[src/hdl/htp_pkg.sv]
`default_nettype none
package htp_pkg;

  // Build defaults
  localparam int MaxNestDef = 16;
  localparam int LenBitsDef = 16;

  // Token kinds
  localparam logic [3:0] K_TYPE   = 4'd0;
  localparam logic [3:0] K_END    = 4'd1;
  localparam logic [3:0] K_BOOL   = 4'd2;
  localparam logic [3:0] K_POS    = 4'd3;
  localparam logic [3:0] K_NEG    = 4'd4;
  localparam logic [3:0] K_DBL    = 4'd5;
  localparam logic [3:0] K_STR    = 4'd6;
  localparam logic [3:0] K_BYTES  = 4'd7;
  localparam logic [3:0] K_PAY    = 4'd8;
  localparam logic [3:0] K_AOPEN  = 4'd9;
  localparam logic [3:0] K_ACLOSE = 4'd10;
  localparam logic [3:0] K_MOPEN  = 4'd11;
  localparam logic [3:0] K_MCLOSE = 4'd12;
  localparam logic [3:0] K_ERR    = 4'd13;

  // One result word
  typedef struct packed {
    logic [3:0]  kind;
    logic [63:0] value;
    logic        last;
  } res_t;

endpackage
`default_nettype wire

[src/hdl/htp_if.sv]
`default_nettype none
// Input byte channel
interface htp_in_if;
  logic       valid;
  logic       ready;
  logic [7:0] byte_in;
  logic       buffer_last;
  modport source (output valid, byte_in, buffer_last, input ready);
  modport sink (input valid, byte_in, buffer_last, output ready);
endinterface

// Token result channel
interface htp_out_if;
  logic        valid;
  logic        ready;
  logic [3:0]  token_kind;
  logic [63:0] token_value;
  logic        last_of_run;
  modport source (output valid, token_kind, token_value, last_of_run, input ready);
  modport sink (input valid, token_kind, token_value, last_of_run, output ready);
endinterface
`default_nettype wire

[src/hdl/hex_text_token_parser.sv]
`default_nettype none
// Channel   Dir  Payload                                   Handshake
// in_chan   in   byte_in[7:0], buffer_last                 valid/ready
// out_chan  out  token_kind[3:0], token_value[63:0], last  valid/ready
//
// A byte is decoded in the cycle it is accepted and its zero, one or two
// tokens go into a four-word result queue; one byte per cycle is taken
// while the queue has room. The result side drains one word per cycle
// while out_chan.ready is high. in_chan.ready drops while fewer than two
// queue slots are free. Reset (rst_n low, synchronous) empties the queue
// and sets the parser to expect a type byte.
module hex_text_token_parser #(
  parameter int MAX_NEST = htp_pkg::MaxNestDef,
  parameter int LEN_BITS = htp_pkg::LenBitsDef
) (
  input  wire       clk,
  input  wire       rst_n,
  htp_in_if.sink    in_chan,
  htp_out_if.source out_chan
);

  localparam int DW = $clog2(MAX_NEST + 1);

  typedef enum logic [13:0] {
    PH_TYPE  = 14'h0001, PH_SEP   = 14'h0002, PH_ATOM  = 14'h0004,
    PH_NEG   = 14'h0008, PH_DIG   = 14'h0010, PH_EXPS  = 14'h0020,
    PH_EXPF  = 14'h0040, PH_EXPD  = 14'h0080, PH_I1    = 14'h0100,
    PH_I2    = 14'h0200, PH_N1    = 14'h0400, PH_N2    = 14'h0800,
    PH_PAY   = 14'h1000, PH_DROP  = 14'h2000
  } phase_t;

  localparam logic [7:0] CH_SP = 8'h20, CH_NL = 8'h0a, CH_MINUS = 8'h2d;
  localparam logic [7:0] CH_LB = 8'h5b, CH_RB = 8'h5d, CH_LC = 8'h7b, CH_RC = 8'h7d;
  localparam logic [7:0] CH_T = 8'h54, CH_F = 8'h46, CH_I = 8'h69, CH_N = 8'h6e;
  localparam logic [7:0] CH_A = 8'h61, CH_FL = 8'h66, CH_P = 8'h70;
  localparam logic [7:0] CH_COL = 8'h3a, CH_BAR = 8'h7c;

  // Parser state
  phase_t              phase_r, phase_nxt;
  logic [63:0]         sig_r, sig_nxt;
  logic [4:0]          ndig_r, ndig_nxt;
  logic [1:0]          fz_r, fz_nxt;
  logic [11:0]         emag_r, emag_nxt;
  logic                eneg_r, eneg_nxt;
  logic                vneg_r, vneg_nxt;
  logic [LEN_BITS-1:0] pay_r, pay_nxt;
  logic [MAX_NEST-1:0] nk_r, nk_nxt;
  logic [DW-1:0]       nd_r, nd_nxt;

  // Result queue
  htp_pkg::res_t q_r [4];
  logic [1:0]    wp_r, rp_r;
  logic [2:0]    cnt_r;

  logic [7:0] b;
  logic       blast, acc, pop;
  assign b     = in_chan.byte_in;
  assign blast = in_chan.buffer_last;
  assign in_chan.ready = (cnt_r <= 3'd2);
  assign acc = in_chan.valid && in_chan.ready;
  assign pop = out_chan.valid && out_chan.ready;

  // Hex digit decode
  logic       is_hex;
  logic [3:0] d;
  always_comb begin
    is_hex = 1'b1;
    d = 4'd0;
    if (b >= 8'h30 && b <= 8'h39) d = 4'(b - 8'h30);
    else if (b >= 8'h61 && b <= 8'h66) d = 4'(b - 8'h57);
    else is_hex = 1'b0;
  end

  // Number finish: leading zeros come from the digit count
  logic [5:0]         lzc;
  logic signed [13:0] e_s, et, et2;
  logic [63:0]        frac, intval, dbl;
  logic [64:0]        rnd;
  logic [10:0]        expf;
  logic [51:0]        mant;
  logic               is_dbl;
  always_comb begin
    lzc  = 6'(7'(4 * (5'd16 - ndig_r)) + 7'(fz_r));
    e_s  = eneg_r ? -$signed({2'b00, emag_r}) : $signed({2'b00, emag_r});
    frac = (sig_r << lzc) << 1;
    rnd  = {1'b0, frac} + (frac[11] ? 65'h800 : 65'h0);
    et   = e_s + 14'sd63 - $signed({8'd0, lzc});
    et2  = et + $signed({13'd0, rnd[64]});
    if (et2 < -14'sd1022) begin
      expf = 11'd0; mant = 52'd0;
    end else if (et2 > 14'sd1023) begin
      expf = 11'h7ff; mant = 52'd0;
    end else begin
      expf = 11'(et2 + 14'sd1023); mant = rnd[63:12];
    end
    dbl    = {vneg_r, expf, mant};
    is_dbl = (e_s < 0) || (e_s > $signed({8'd0, lzc}));
    intval = sig_r << e_s[5:0];
  end

  // Per-byte decode
  htp_pkg::res_t r [2];
  logic [1:0]    rc;
  logic          fl, sep, fin, fin_exp, brk_open, brk_arr;
  logic [15:0]   emul;
  always_comb begin
    phase_nxt = phase_r; sig_nxt = sig_r; ndig_nxt = ndig_r; fz_nxt = fz_r;
    emag_nxt = emag_r; eneg_nxt = eneg_r; vneg_nxt = vneg_r; pay_nxt = pay_r;
    nk_nxt = nk_r; nd_nxt = nd_r;
    r[0] = '0; r[1] = '0; rc = 2'd0;
    fl = 1'b0; sep = 1'b0; fin = 1'b0; fin_exp = 1'b0;
    brk_open = (b == CH_LB) || (b == CH_LC);
    brk_arr  = (b == CH_LB) || (b == CH_RB);
    emul = {emag_r, 4'd0} + 16'(d);
    unique case (phase_r)
      PH_TYPE: begin
        if (b <= CH_SP) fl = 1'b1;
        else begin
          r[0] = '{htp_pkg::K_TYPE, 64'(b), 1'b0}; rc = 2'd1; phase_nxt = PH_SEP;
        end
      end
      PH_SEP: sep = 1'b1;
      PH_ATOM: begin
        vneg_nxt = 1'b0; eneg_nxt = 1'b0; emag_nxt = '0; sig_nxt = '0;
        if (b == CH_MINUS) begin vneg_nxt = 1'b1; phase_nxt = PH_NEG; end
        else if (b == CH_I) phase_nxt = PH_I1;
        else if (b == CH_N) phase_nxt = PH_N1;
        else if (b == CH_T || b == CH_F) begin
          r[0] = '{htp_pkg::K_BOOL, 64'(b == CH_T), 1'b0}; rc = 2'd1;
          phase_nxt = PH_SEP;
        end else if (b == CH_LB || b == CH_RB || b == CH_LC || b == CH_RC) begin
          // a close at depth zero passes through unchecked
          if (brk_open) begin
            if (32'(nd_r) >= MAX_NEST) fl = 1'b1;
            else begin
              nk_nxt = (nk_r << 1) | MAX_NEST'(brk_arr); nd_nxt = nd_r + 1'b1;
            end
          end else if (nd_r != '0) begin
            if (nk_r[0] != brk_arr) fl = 1'b1;
            else begin
              nk_nxt = nk_r >> 1; nd_nxt = nd_r - 1'b1;
            end
          end
          if (!fl) begin
            r[0].kind = (b == CH_LB) ? htp_pkg::K_AOPEN : (b == CH_RB) ? htp_pkg::K_ACLOSE :
                        (b == CH_LC) ? htp_pkg::K_MOPEN : htp_pkg::K_MCLOSE;
            rc = 2'd1; phase_nxt = PH_SEP;
          end
        end else if (!is_hex) fl = 1'b1;
        else begin
          sig_nxt = 64'(d); ndig_nxt = 5'd1; phase_nxt = PH_DIG;
          fz_nxt = d[3] ? 2'd0 : d[2] ? 2'd1 : d[1] ? 2'd2 : 2'd3;
        end
      end
      PH_NEG: begin
        if (b == CH_I) phase_nxt = PH_I1;
        else if (!is_hex) fl = 1'b1;
        else begin
          sig_nxt = 64'(d); ndig_nxt = 5'd1; phase_nxt = PH_DIG;
          fz_nxt = d[3] ? 2'd0 : d[2] ? 2'd1 : d[1] ? 2'd2 : 2'd3;
        end
      end
      PH_DIG: begin
        if (is_hex && sig_r != '0) begin
          if (sig_r[63:60] != 4'd0) fl = 1'b1;
          else begin sig_nxt = {sig_r[59:0], d}; ndig_nxt = ndig_r + 5'd1; end
        end else if (b == CH_P) begin
          if (!sig_r[0]) fl = 1'b1; else phase_nxt = PH_EXPS;
        end else if ((b == CH_COL || b == CH_BAR) && !vneg_r) begin
          if ((sig_r >> LEN_BITS) != '0) fl = 1'b1;
          else begin
            r[0] = '{(b == CH_COL) ? htp_pkg::K_STR : htp_pkg::K_BYTES, sig_r, 1'b0};
            rc = 2'd1;
            pay_nxt = sig_r[LEN_BITS-1:0];
            phase_nxt = (sig_r[LEN_BITS-1:0] != '0) ? PH_PAY : PH_SEP;
          end
        end else fin = 1'b1;
      end
      PH_EXPS: begin
        if (b == CH_MINUS) begin eneg_nxt = 1'b1; phase_nxt = PH_EXPF; end
        else if (!is_hex) fl = 1'b1;
        else begin emag_nxt = 12'(d); phase_nxt = PH_EXPD; end
      end
      PH_EXPF: begin
        if (!is_hex) fl = 1'b1;
        else begin emag_nxt = 12'(d); phase_nxt = PH_EXPD; end
      end
      PH_EXPD: begin
        if (is_hex && emag_r != '0) emag_nxt = (emul > 16'hfff) ? 12'hfff : emul[11:0];
        else begin fin = 1'b1; fin_exp = 1'b1; end
      end
      PH_I1: if (b == CH_N) phase_nxt = PH_I2; else fl = 1'b1;
      PH_I2: begin
        if (b == CH_FL) begin
          r[0] = '{htp_pkg::K_DBL, {vneg_r, 63'h7ff0000000000000}, 1'b0}; rc = 2'd1;
          phase_nxt = PH_SEP;
        end else fl = 1'b1;
      end
      PH_N1: if (b == CH_A) phase_nxt = PH_N2; else fl = 1'b1;
      PH_N2: begin
        if (b == CH_N) begin
          r[0] = '{htp_pkg::K_DBL, 64'h7ff8000000000000, 1'b0}; rc = 2'd1;
          phase_nxt = PH_SEP;
        end else fl = 1'b1;
      end
      PH_PAY: begin
        r[0] = '{htp_pkg::K_PAY, 64'(b), 1'b0}; rc = 2'd1;
        pay_nxt = pay_r - 1'b1;
        if (pay_r == LEN_BITS'(1)) phase_nxt = PH_SEP;
      end
      PH_DROP: ;
      default: fl = 1'b1;
    endcase

    // Number end
    if (fin) begin
      sep = 1'b1;
      priority if (!fin_exp && sig_r == '0) begin
        if (vneg_r) begin fl = 1'b1; sep = 1'b0; end
        else begin r[0] = '{htp_pkg::K_POS, 64'd0, 1'b0}; rc = 2'd1; end
      end else if (!fin_exp && sig_r[7:0] == 8'd0) begin
        fl = 1'b1; sep = 1'b0;
      end else if (fin_exp && is_dbl) begin
        r[0] = '{htp_pkg::K_DBL, dbl, 1'b0}; rc = 2'd1;
      end else begin
        r[0] = '{vneg_r ? htp_pkg::K_NEG : htp_pkg::K_POS, intval, 1'b0}; rc = 2'd1;
      end
    end

    // Separator
    if (sep) begin
      priority if (b == CH_NL) begin
        if (nd_r != '0) fl = 1'b1;
        else begin
          r[rc[0]] = '{htp_pkg::K_END, 64'd0, 1'b0}; rc = rc + 2'd1;
          phase_nxt = PH_TYPE;
        end
      end else if (b == CH_SP) phase_nxt = PH_ATOM;
      else fl = 1'b1;
    end

    // Error token
    if (fl) begin
      r[rc[0]] = '{htp_pkg::K_ERR, 64'd0, 1'b0}; rc = rc + 2'd1;
      phase_nxt = PH_DROP; nk_nxt = '0; nd_nxt = '0;
    end

    // Buffer end
    if (blast) begin
      if (phase_nxt != PH_TYPE && phase_nxt != PH_DROP && rc != 2'd2) begin
        r[rc[0]] = '{htp_pkg::K_ERR, 64'd0, 1'b0}; rc = rc + 2'd1;
      end
      phase_nxt = PH_TYPE; nk_nxt = '0; nd_nxt = '0;
    end
    if (rc == 2'd2) r[1].last = 1'b1;
    else if (rc == 2'd1) r[0].last = 1'b1;
  end

  // State registers
  always_ff @(posedge clk) begin
    if (!rst_n) begin
      phase_r <= PH_TYPE; sig_r <= '0; ndig_r <= '0; fz_r <= '0; emag_r <= '0;
      eneg_r <= 1'b0; vneg_r <= 1'b0; pay_r <= '0; nk_r <= '0; nd_r <= '0;
    end else if (acc) begin
      phase_r <= phase_nxt; sig_r <= sig_nxt; ndig_r <= ndig_nxt; fz_r <= fz_nxt;
      emag_r <= emag_nxt; eneg_r <= eneg_nxt; vneg_r <= vneg_nxt; pay_r <= pay_nxt;
      nk_r <= nk_nxt; nd_r <= nd_nxt;
    end
  end

  // Result queue
  logic [1:0] push_n;
  assign push_n = acc ? rc : 2'd0;
  always_ff @(posedge clk) begin
    if (!rst_n) begin
      wp_r <= '0; rp_r <= '0; cnt_r <= '0;
    end else begin
      wp_r  <= wp_r + push_n;
      rp_r  <= rp_r + 2'(pop);
      cnt_r <= cnt_r + 3'(push_n) - 3'(pop);
    end
  end
  always_ff @(posedge clk) begin
    if (push_n != 2'd0) q_r[wp_r] <= r[0];
    if (push_n == 2'd2) q_r[wp_r + 2'd1] <= r[1];
  end

  assign out_chan.valid       = (cnt_r != 3'd0);
  assign out_chan.token_kind  = q_r[rp_r].kind;
  assign out_chan.token_value = q_r[rp_r].value;
  assign out_chan.last_of_run = q_r[rp_r].last;

  // Checks
  a_cnt_max: assert property (@(posedge clk) disable iff (!rst_n) cnt_r <= 3'd4)
    else $error("result queue overfilled");
  a_room: assert property (@(posedge clk) disable iff (!rst_n) acc |-> cnt_r <= 3'd2)
    else $error("byte taken without room for two words");
  a_depth: assert property (@(posedge clk) disable iff (!rst_n) 32'(nd_r) <= MAX_NEST)
    else $error("nesting depth beyond limit");
  a_drop: assert property (@(posedge clk) disable iff (!rst_n)
    phase_r == PH_DROP |-> nd_r == '0)
    else $error("nesting left open while dropping");

endmodule
`default_nettype wire

[src/flat_wrapper.sv]
// flat-port wrapper written by rule: the top's interface ports become plain ports
module hex_text_token_parser_flat 
#(
  parameter int MAX_NEST = htp_pkg::MaxNestDef,
  parameter int LEN_BITS = htp_pkg::LenBitsDef
)
  (clk, rst_n, in_chan_valid, in_chan_byte_in, in_chan_buffer_last, in_chan_ready, out_chan_valid, out_chan_token_kind, out_chan_token_value, out_chan_last_of_run, out_chan_ready);
  htp_in_if in_chan_i ();
  htp_out_if out_chan_i ();
  input  wire clk;
  input  wire rst_n;
  input wire logic [$bits(in_chan_i.valid)-1:0] in_chan_valid;
  input wire logic [$bits(in_chan_i.byte_in)-1:0] in_chan_byte_in;
  input wire logic [$bits(in_chan_i.buffer_last)-1:0] in_chan_buffer_last;
  output wire logic [$bits(in_chan_i.ready)-1:0] in_chan_ready;
  output wire logic [$bits(out_chan_i.valid)-1:0] out_chan_valid;
  output wire logic [$bits(out_chan_i.token_kind)-1:0] out_chan_token_kind;
  output wire logic [$bits(out_chan_i.token_value)-1:0] out_chan_token_value;
  output wire logic [$bits(out_chan_i.last_of_run)-1:0] out_chan_last_of_run;
  input wire logic [$bits(out_chan_i.ready)-1:0] out_chan_ready;
  assign in_chan_i.valid = in_chan_valid;
  assign in_chan_i.byte_in = in_chan_byte_in;
  assign in_chan_i.buffer_last = in_chan_buffer_last;
  assign in_chan_ready = in_chan_i.ready;
  assign out_chan_valid = out_chan_i.valid;
  assign out_chan_token_kind = out_chan_i.token_kind;
  assign out_chan_token_value = out_chan_i.token_value;
  assign out_chan_last_of_run = out_chan_i.last_of_run;
  assign out_chan_i.ready = out_chan_ready;
  hex_text_token_parser #(.MAX_NEST(MAX_NEST), .LEN_BITS(LEN_BITS)) u_core (.clk(clk), .rst_n(rst_n), .in_chan(in_chan_i), .out_chan(out_chan_i));
endmodule
[config.mk]
export PLATFORM = sky130hd
export DESIGN_NAME = hex_text_token_parser_flat
export DESIGN_NICKNAME = d
export VERILOG_FILES = /design/src/hdl/htp_pkg.sv /design/src/hdl/htp_if.sv /design/src/hdl/hex_text_token_parser.sv /design/src/flat_wrapper.sv
export SDC_FILE = /design/constraint.sdc
export NUM_CORES = 2
export LEC_CHECK = 0
export BUFFER_PORTS_ARGS = -buffer_cell sky130_fd_sc_hd__buf_2
export CAP_MARGIN = 20
export CELL_PAD_IN_SITES_DETAIL_PLACEMENT = 1
export CELL_PAD_IN_SITES_GLOBAL_PLACEMENT = 1
export CORE_MARGIN = 2
export CORE_UTILIZATION = 51
export DETAILED_ROUTE_END_ITERATION = 10
export HOLD_SLACK_MARGIN = 0.1
export PLACE_DENSITY_LB_ADDON = 0.05
export SLEW_MARGIN = 40
export SYNTH_ARGS = -nofsm -noshare
export SYNTH_HDL_FRONTEND = slang
export SYNTH_SLANG_ARGS = --single-unit
[constraint.sdc]
create_clock -name clk -period 12.7 [get_ports clk]
set_input_delay 0.635 -clock clk [delete_from_list [all_inputs] [get_ports clk]]
set_output_delay 0.635 -clock clk [all_outputs]
set_load 0.05 [all_outputs]
* Yosys cells after proc, flatten, opt, wreduce, memory -nomap -nowiden
Memory sizes are Yosys's and may differ from the RTL's. A register that Yosys moved wholly into a read port is not among the register bits.
Cells that the tools add are included.
** Word-level totals
- Register bits :: 143
- Bits in latches :: 0
- Bits in writable memories :: 276
- Memory bits (read-only) :: 0
- Input bits :: 13
- Output and inout port bits :: 71
- Logic and storage cells :: 408
- Memories kept :: 1
** Operators by class
- Add/sub/neg operators :: 23
- Multipliers :: 0
- Div/mod/pow operators :: 0
- Order comparisons :: 18
- Equality and inequality tests :: 60
- Shift-type cells :: 2
- Multiplexer cells :: 226
- Bitwise gates (word level) :: 13
- Reductions and logical operators :: 52
** Memory list
- u_core.q_r :: words 4, width 69, rd ports 1, clocked after memory_dff 1, wr ports 2, RTL line hex_text_token_parser.sv:51 : htp_pkg::res_t q_r [4];
** Operator list (number)
- two-way mux 69 bit :: 15
- two-way mux 138 bit :: 6
- two-way mux 64 bit :: 9
- one-hot mux 69 bit (6 select lines) :: 1
- two-way mux 14 bit :: 28
- bitwise AND 132 bit :: 2
- inverter 132 bit :: 2
- two-way mux 16 bit :: 16
- demux 69 bit (select 1 bit) :: 3
- one-hot mux 64 bit (3 select lines) :: 1
- one-hot mux 14 bit (11 select lines) :: 1
- bitwise AND 136 bit :: 1
- two-way mux 68 bit :: 2
- inverter 136 bit :: 1
- nonzero test 64 bit :: 2
- two-way mux 5 bit :: 21
- two-way mux 52 bit :: 2
- equality test 8 x 7 -> 1 bit (second input constant) :: 12
- adder 64 x 65 -> 65 bit :: 1
- logical NOT 64 bit :: 1
- two-way mux 1 bit :: 64
- left shift 64 x 6 -> 63 bit :: 1
- left shift 64 x 6 -> 64 bit :: 1
- two-way mux 12 bit :: 5
- 93 further kinds :: 196

* Depth between registers and ports, before layout
- Depth after elaboration :: 39
- Mapped depth :: 38
- Gate-level depth less buffers :: 28

* Worst setup path after synthesis
Ideal clock, no wire load.
- Path type :: reg2reg
- From :: register u_core.emag_r[0]
- To :: memory u_core.q_r[1][0] (netlist bit), enable pin
- Library setup time :: 0.581 ns
- Arrival time :: 10.633 ns
- Required time :: 12.119 ns
- Slack :: 1.486 ns
- Cell stages (with the launch flop) :: 27
- Path buffers :: 3
- Period minus slack after synthesis :: 11.214 ns
- Cell sequence :: dfxtp_1 > buf_1 > inv_2 > buf_1 > buf_1 > ha_1 > nor4b_1 > nand2_1 > nor2_1 > o21ai_2 > o21ai_0 > or4b_2 > ha_1 > nor2b_1 > a21oi_1 > inv_2 > ha_1 > inv_1 > a21oi_1 > or2_2 > ha_1 > or3_1 > a21oi_1 > nand2_1 > mux2i_1 > a211oi_1 > nor3_1
** RTL lines
- start, declared :: RTL line hex_text_token_parser.sv:43 : logic [11:0] emag_r, emag_nxt;
- start signal, assigned :: RTL line hex_text_token_parser.sv:266 : emag_r <= emag_nxt; eneg_r <= eneg_nxt; vneg_r <= vneg_nxt; pay_r <= pay_nxt;
- end, declared :: RTL line hex_text_token_parser.sv:51

==> out/summary.txt <==
Status -> finished clean
Total grt overflow -> 0
Count of clock tree sinks -> 418
DRC violation count after routing -> 0
Max cap viols -> 0
Number of antenna violations at the first check in global routing -> 3
H-tree depth -> 2
Global routing met1 resource utilization -> 0.541
Synthesized area -> 0.0334 mm2
Die extent in x -> 260 um
Leak -> 12.7 nW
First-pass iteration count of the detailed router -> 7
Total wire length -> 135,000 um
Period minus WS final -> 10.06 ns
Global routing's busiest layer -> met2
Setup crit end kind -> flop
Number of buffers created by CTS -> 46
Wire length of the first global-routing pass -> 201,000 um
Warning count from the yosys run -> 0
Clock transition at the registers of the reported paths -> 0.07 ns
Layout Area Growth over Synthesis -> 6.48%
Slew Viols, Final -> 0
Largest net degree at the start of global routing -> 83
FF-to-FF path depth -> 30
Final clock period utilization by the worst path -> 0.792
Placed wire-length estimate after detailed placement -> 95,400 um
TNS Setup -> 0 ns
CTS Root Cell -> sky130_fd_sc_hd__clkbuf_16
CTS Hold Bufs -> 0
Post-Synthesis Cells -> 3,499
Number of hold violations in the final report -> 0
Drt wl/cell -> 31.6 um
Mean cell area of the mapped netlist -> 9.54 um2
Worst setup skew after layout -> 0.0648 ns
Detail-routed via count per cell -> 7.07
Post-CTS resize count -> 0
Worst-skew pair later-pin latency -> 0.63 ns
Instance area after placement -> 0.0341 mm2
Diodes inserted -> 0
Data arrival time of the critical path -> 10.36 ns
Startpoint Class -> flop
Y dimension of the die -> 260 um
Crit path max-delay cell type -> sky130_fd_sc_hd__a2111oi_1
Buffer depth of the longest clock path -> 3
Setup repair after global routing missed its margin -> no
Hold/Removal Path Class -> in2reg
Die ar. -> 0.0675 mm2
Largest fanout on the critical path -> 60
Count of buffers added by post-CTS timing repair for setup -> 0
Standard cell core area -> 0.0646 mm2
Post-synthesis register bit count -> 418
Least-Margin Pin Slew -> 0.982 ns
Antenna violation net count after detailed routing -> 0
Part of the Yosys area used for sequential elements -> 0.333
Placement row count -> 93
Primary flip-flop cell chosen by synthesis mapping -> sky130_fd_sc_hd__edfxtp_1
Setup violations, final -> 0
Placer congestion estimate -> 1.01
Top cell family by delay on the critical path -> compound AO/OA/AOI/OAI gates
Flop-to-flop setup slack -> 2.64 ns
Final net count -> 3,437
Number of global-route vias before repair -> 30,100
Largest stage delay on the critical path -> 0.75 ns
Hold path cells -> 3
Syn Nets -> 3,566
IR Drop Worst-Case VDD -> 0.000128 V
Number of I/O port buffers -> 83
Max Clock Freq -> 0.0994 GHz
Starting DRT DRC Count -> 3,595
Met3 Track Usage GR -> 0.0901
Fraction of layout cells with a size suffix above 1 -> 0.168
Fillers -> 7,193
Fraction of registers with async set or reset after synthesis -> 0
Ports -> 84
Count of unique library cells instantiated by Yosys -> 119
Crit path required time -> 12.99 ns
Kind of critical path -> reg2reg
Fraction of the core area covered by cells at the end of the flow -> 0.551
CTS tree -> built
Global-route usage over all layers -> 0.394
Power per unit of standard cell area -> 130 mW/mm2
Number of flops mapped to enable cells by yosys -> 276
Initial core utilization -> 0.517
Post-route standard cell area excluding fillers -> 0.0356 mm2
Total number of vias -> 30,100
CP Buf/Inv Count -> 6
Critical path depth in cells -> 30
Max-slew headroom -> 0.345
Met2 routing resource usage after global routing -> 0.621
## Yosys cell counts, types with 9 or more instances
library cell               instances  area [um2]
sky130_fd_sc_hd__nand2b_1         35         219
sky130_fd_sc_hd__xor2_1           36         315
sky130_fd_sc_hd__mux2_2           33         372
sky130_fd_sc_hd__o221ai_1         14         123
sky130_fd_sc_hd__nor4_1           33         206
sky130_fd_sc_hd__buf_2            64         320
sky130_fd_sc_hd__a21o_1           14         105
sky130_fd_sc_hd__a211oi_1         27         203
sky130_fd_sc_hd__buf_4            17         128
sky130_fd_sc_hd__inv_1            52         195
sky130_fd_sc_hd__nor2b_1          92         576
sky130_fd_sc_hd__edfxtp_1        276        8290
sky130_fd_sc_hd__xnor2_1          57         499
sky130_fd_sc_hd__or3_1            18         113
sky130_fd_sc_hd__a21boi_0         75         563
sky130_fd_sc_hd__or2_2            17         106
sky130_fd_sc_hd__a221oi_1         11        96.3
sky130_fd_sc_hd__dfxtp_1         142        2840
sky130_fd_sc_hd__o211a_1           9        90.1
sky130_fd_sc_hd__mux2i_1         296        2960
sky130_fd_sc_hd__and3_1           25         156
sky130_fd_sc_hd__nand4_1          34         213
sky130_fd_sc_hd__and2_1           40         250
sky130_fd_sc_hd__a311oi_1          9        78.8
sky130_fd_sc_hd__nand2_1         335        1260
sky130_fd_sc_hd__a21oi_1         173         866
sky130_fd_sc_hd__clkbuf_1        191         717
sky130_fd_sc_hd__o22ai_1          32         200
sky130_fd_sc_hd__o21ai_0         134         671
sky130_fd_sc_hd__buf_1            35         131
sky130_fd_sc_hd__a22oi_1          33         248
sky130_fd_sc_hd__or4_1            10        75.1
sky130_fd_sc_hd__nor3_1           63         315
sky130_fd_sc_hd__nand3_1         132         661
sky130_fd_sc_hd__ha_1             48         601
sky130_fd_sc_hd__mux4_2          190        4280
sky130_fd_sc_hd__o211ai_1         33         248
sky130_fd_sc_hd__a31oi_1          20         125
sky130_fd_sc_hd__buf_6            20         225
sky130_fd_sc_hd__nor2_1          403        1510
## placed cells by master, fill, tap and decap left out, drive strengths merged, types with 18 or more instances in the layout
cell      n
nand2b   35
o211ai   34
xnor2    58
a22oi    33
clkbuf   57
or3      18
clkinv   22
nand4    37
o21ai   143
mux2i   297
mux2     33
inv      58
a31oi    21
nor2    405
nor4     40
edfxtp  276
and3     25
and2     40
nand3   132
a211oi   29
a21boi   76
ha       48
mux4    190
nor3     67
buf     153
nor2b    92
nand2   336
a21oi   182
o22ai    32
dfxtp   142
xor2     36
or2      23
## layer usage
| layer | wire length [um] | part of all wire |
|---|---|---|
| met1 | 55400 | 0.41 |
| met2 | 61400 | 0.46 |
| met3 | 13200 | 0.098 |
| met4 | 4700 | 0.035 |
| met5 | 28 | 0.00021 |
## area by class of cell
cell class	instances	area (um2)	area share
Inverter	61	233	0.00655
Clock buffer	57	1250	0.0351
Multi-Input combinational cell	2690	20700	0.581
Sequential cell	418	11100	0.314
Clock inverter	25	204	0.00574
Tap cell	855	1070	0.0301
Timing Repair Buffer	153	981	0.0276
## final timing paths
check                                              startpoint                              end
worst max-delay path            u_core.ndig_r[0]$_SDFFE_PN0P_   u_core.q_r[3][1]$_SDFFCE_PP0P_
worst min-delay path                      in_chan_buffer_last  u_core.phase_r[11]$_SDFFE_PN0P_
worst max register to register  u_core.ndig_r[0]$_SDFFE_PN0P_   u_core.q_r[3][1]$_SDFFCE_PP0P_
worst min register to register  u_core.sig_r[13]$_SDFFE_PN0P_    u_core.sig_r[13]$_SDFFE_PN0P_
## cell families (layout without fill, tap and decap cells)
| logic type | after synthesis | in the layout | share of synthesized area |
|---|---|---|---|
| buf+inv | 391 | 296 | 0.0535 |
| xor+xnor | 94 | 94 | 0.0249 |
| fa+ha+maj | 54 | 54 | 0.0216 |
| flops | 418 | 418 | 0.333 |
| simple gates | 1312 | 1312 | 0.192 |
| mux | 520 | 520 | 0.229 |
| compound gates | 710 | 710 | 0.146 |
## flip-flops by register name (all words and copies together) (netlist names)
register / flops
u_core.q_r: 276
u_core.sig_r: 64
u_core.nk_r: 16
u_core.pay_r: 16
u_core.phase_r: 14
u_core.emag_r: 12
u_core.nd_r: 5
u_core.ndig_r: 4
u_core.cnt_r: 3
u_core.fz_r: 2
u_core.rp_r: 2
u_core.wp_r: 2
u_core.eneg_r: 1
u_core.vneg_r: 1
## report_power, final
part	internal, mW	switching, mW	total [mW]
Sequential	1.70	0.0983	1.79
Combinational	0.431	1.06	1.49
Clock	0.739	0.586	1.33
Total	2.87	1.74	4.61
## worst reg2reg max path: cells and delay by family, from the launching register on
kind            cells  cell delay [ns]
flops               1             0.52
simple gates        8             2.23
compound gates      8             2.94
xor+xnor            1             0.22
fa+ha+maj           4             1.55
mux                 3             0.92
buf+inv             6             1.40
## metrics by stage
step	std cells	power [mW]	hold slack (ns)	worst slack (ns)
finish	4259	4.61	0.454	2.64
global route	4259	4.76	0.458	2.12
CTS	4259	4.62	0.406	2.89
detailed placement	4177	3.28	0.461	2.89
global placement	4174	3.21	0.448	3.26
floorplan	3499	2.90	0.433	1.49
No activity file was read; power rests on OpenSTA's default activity.
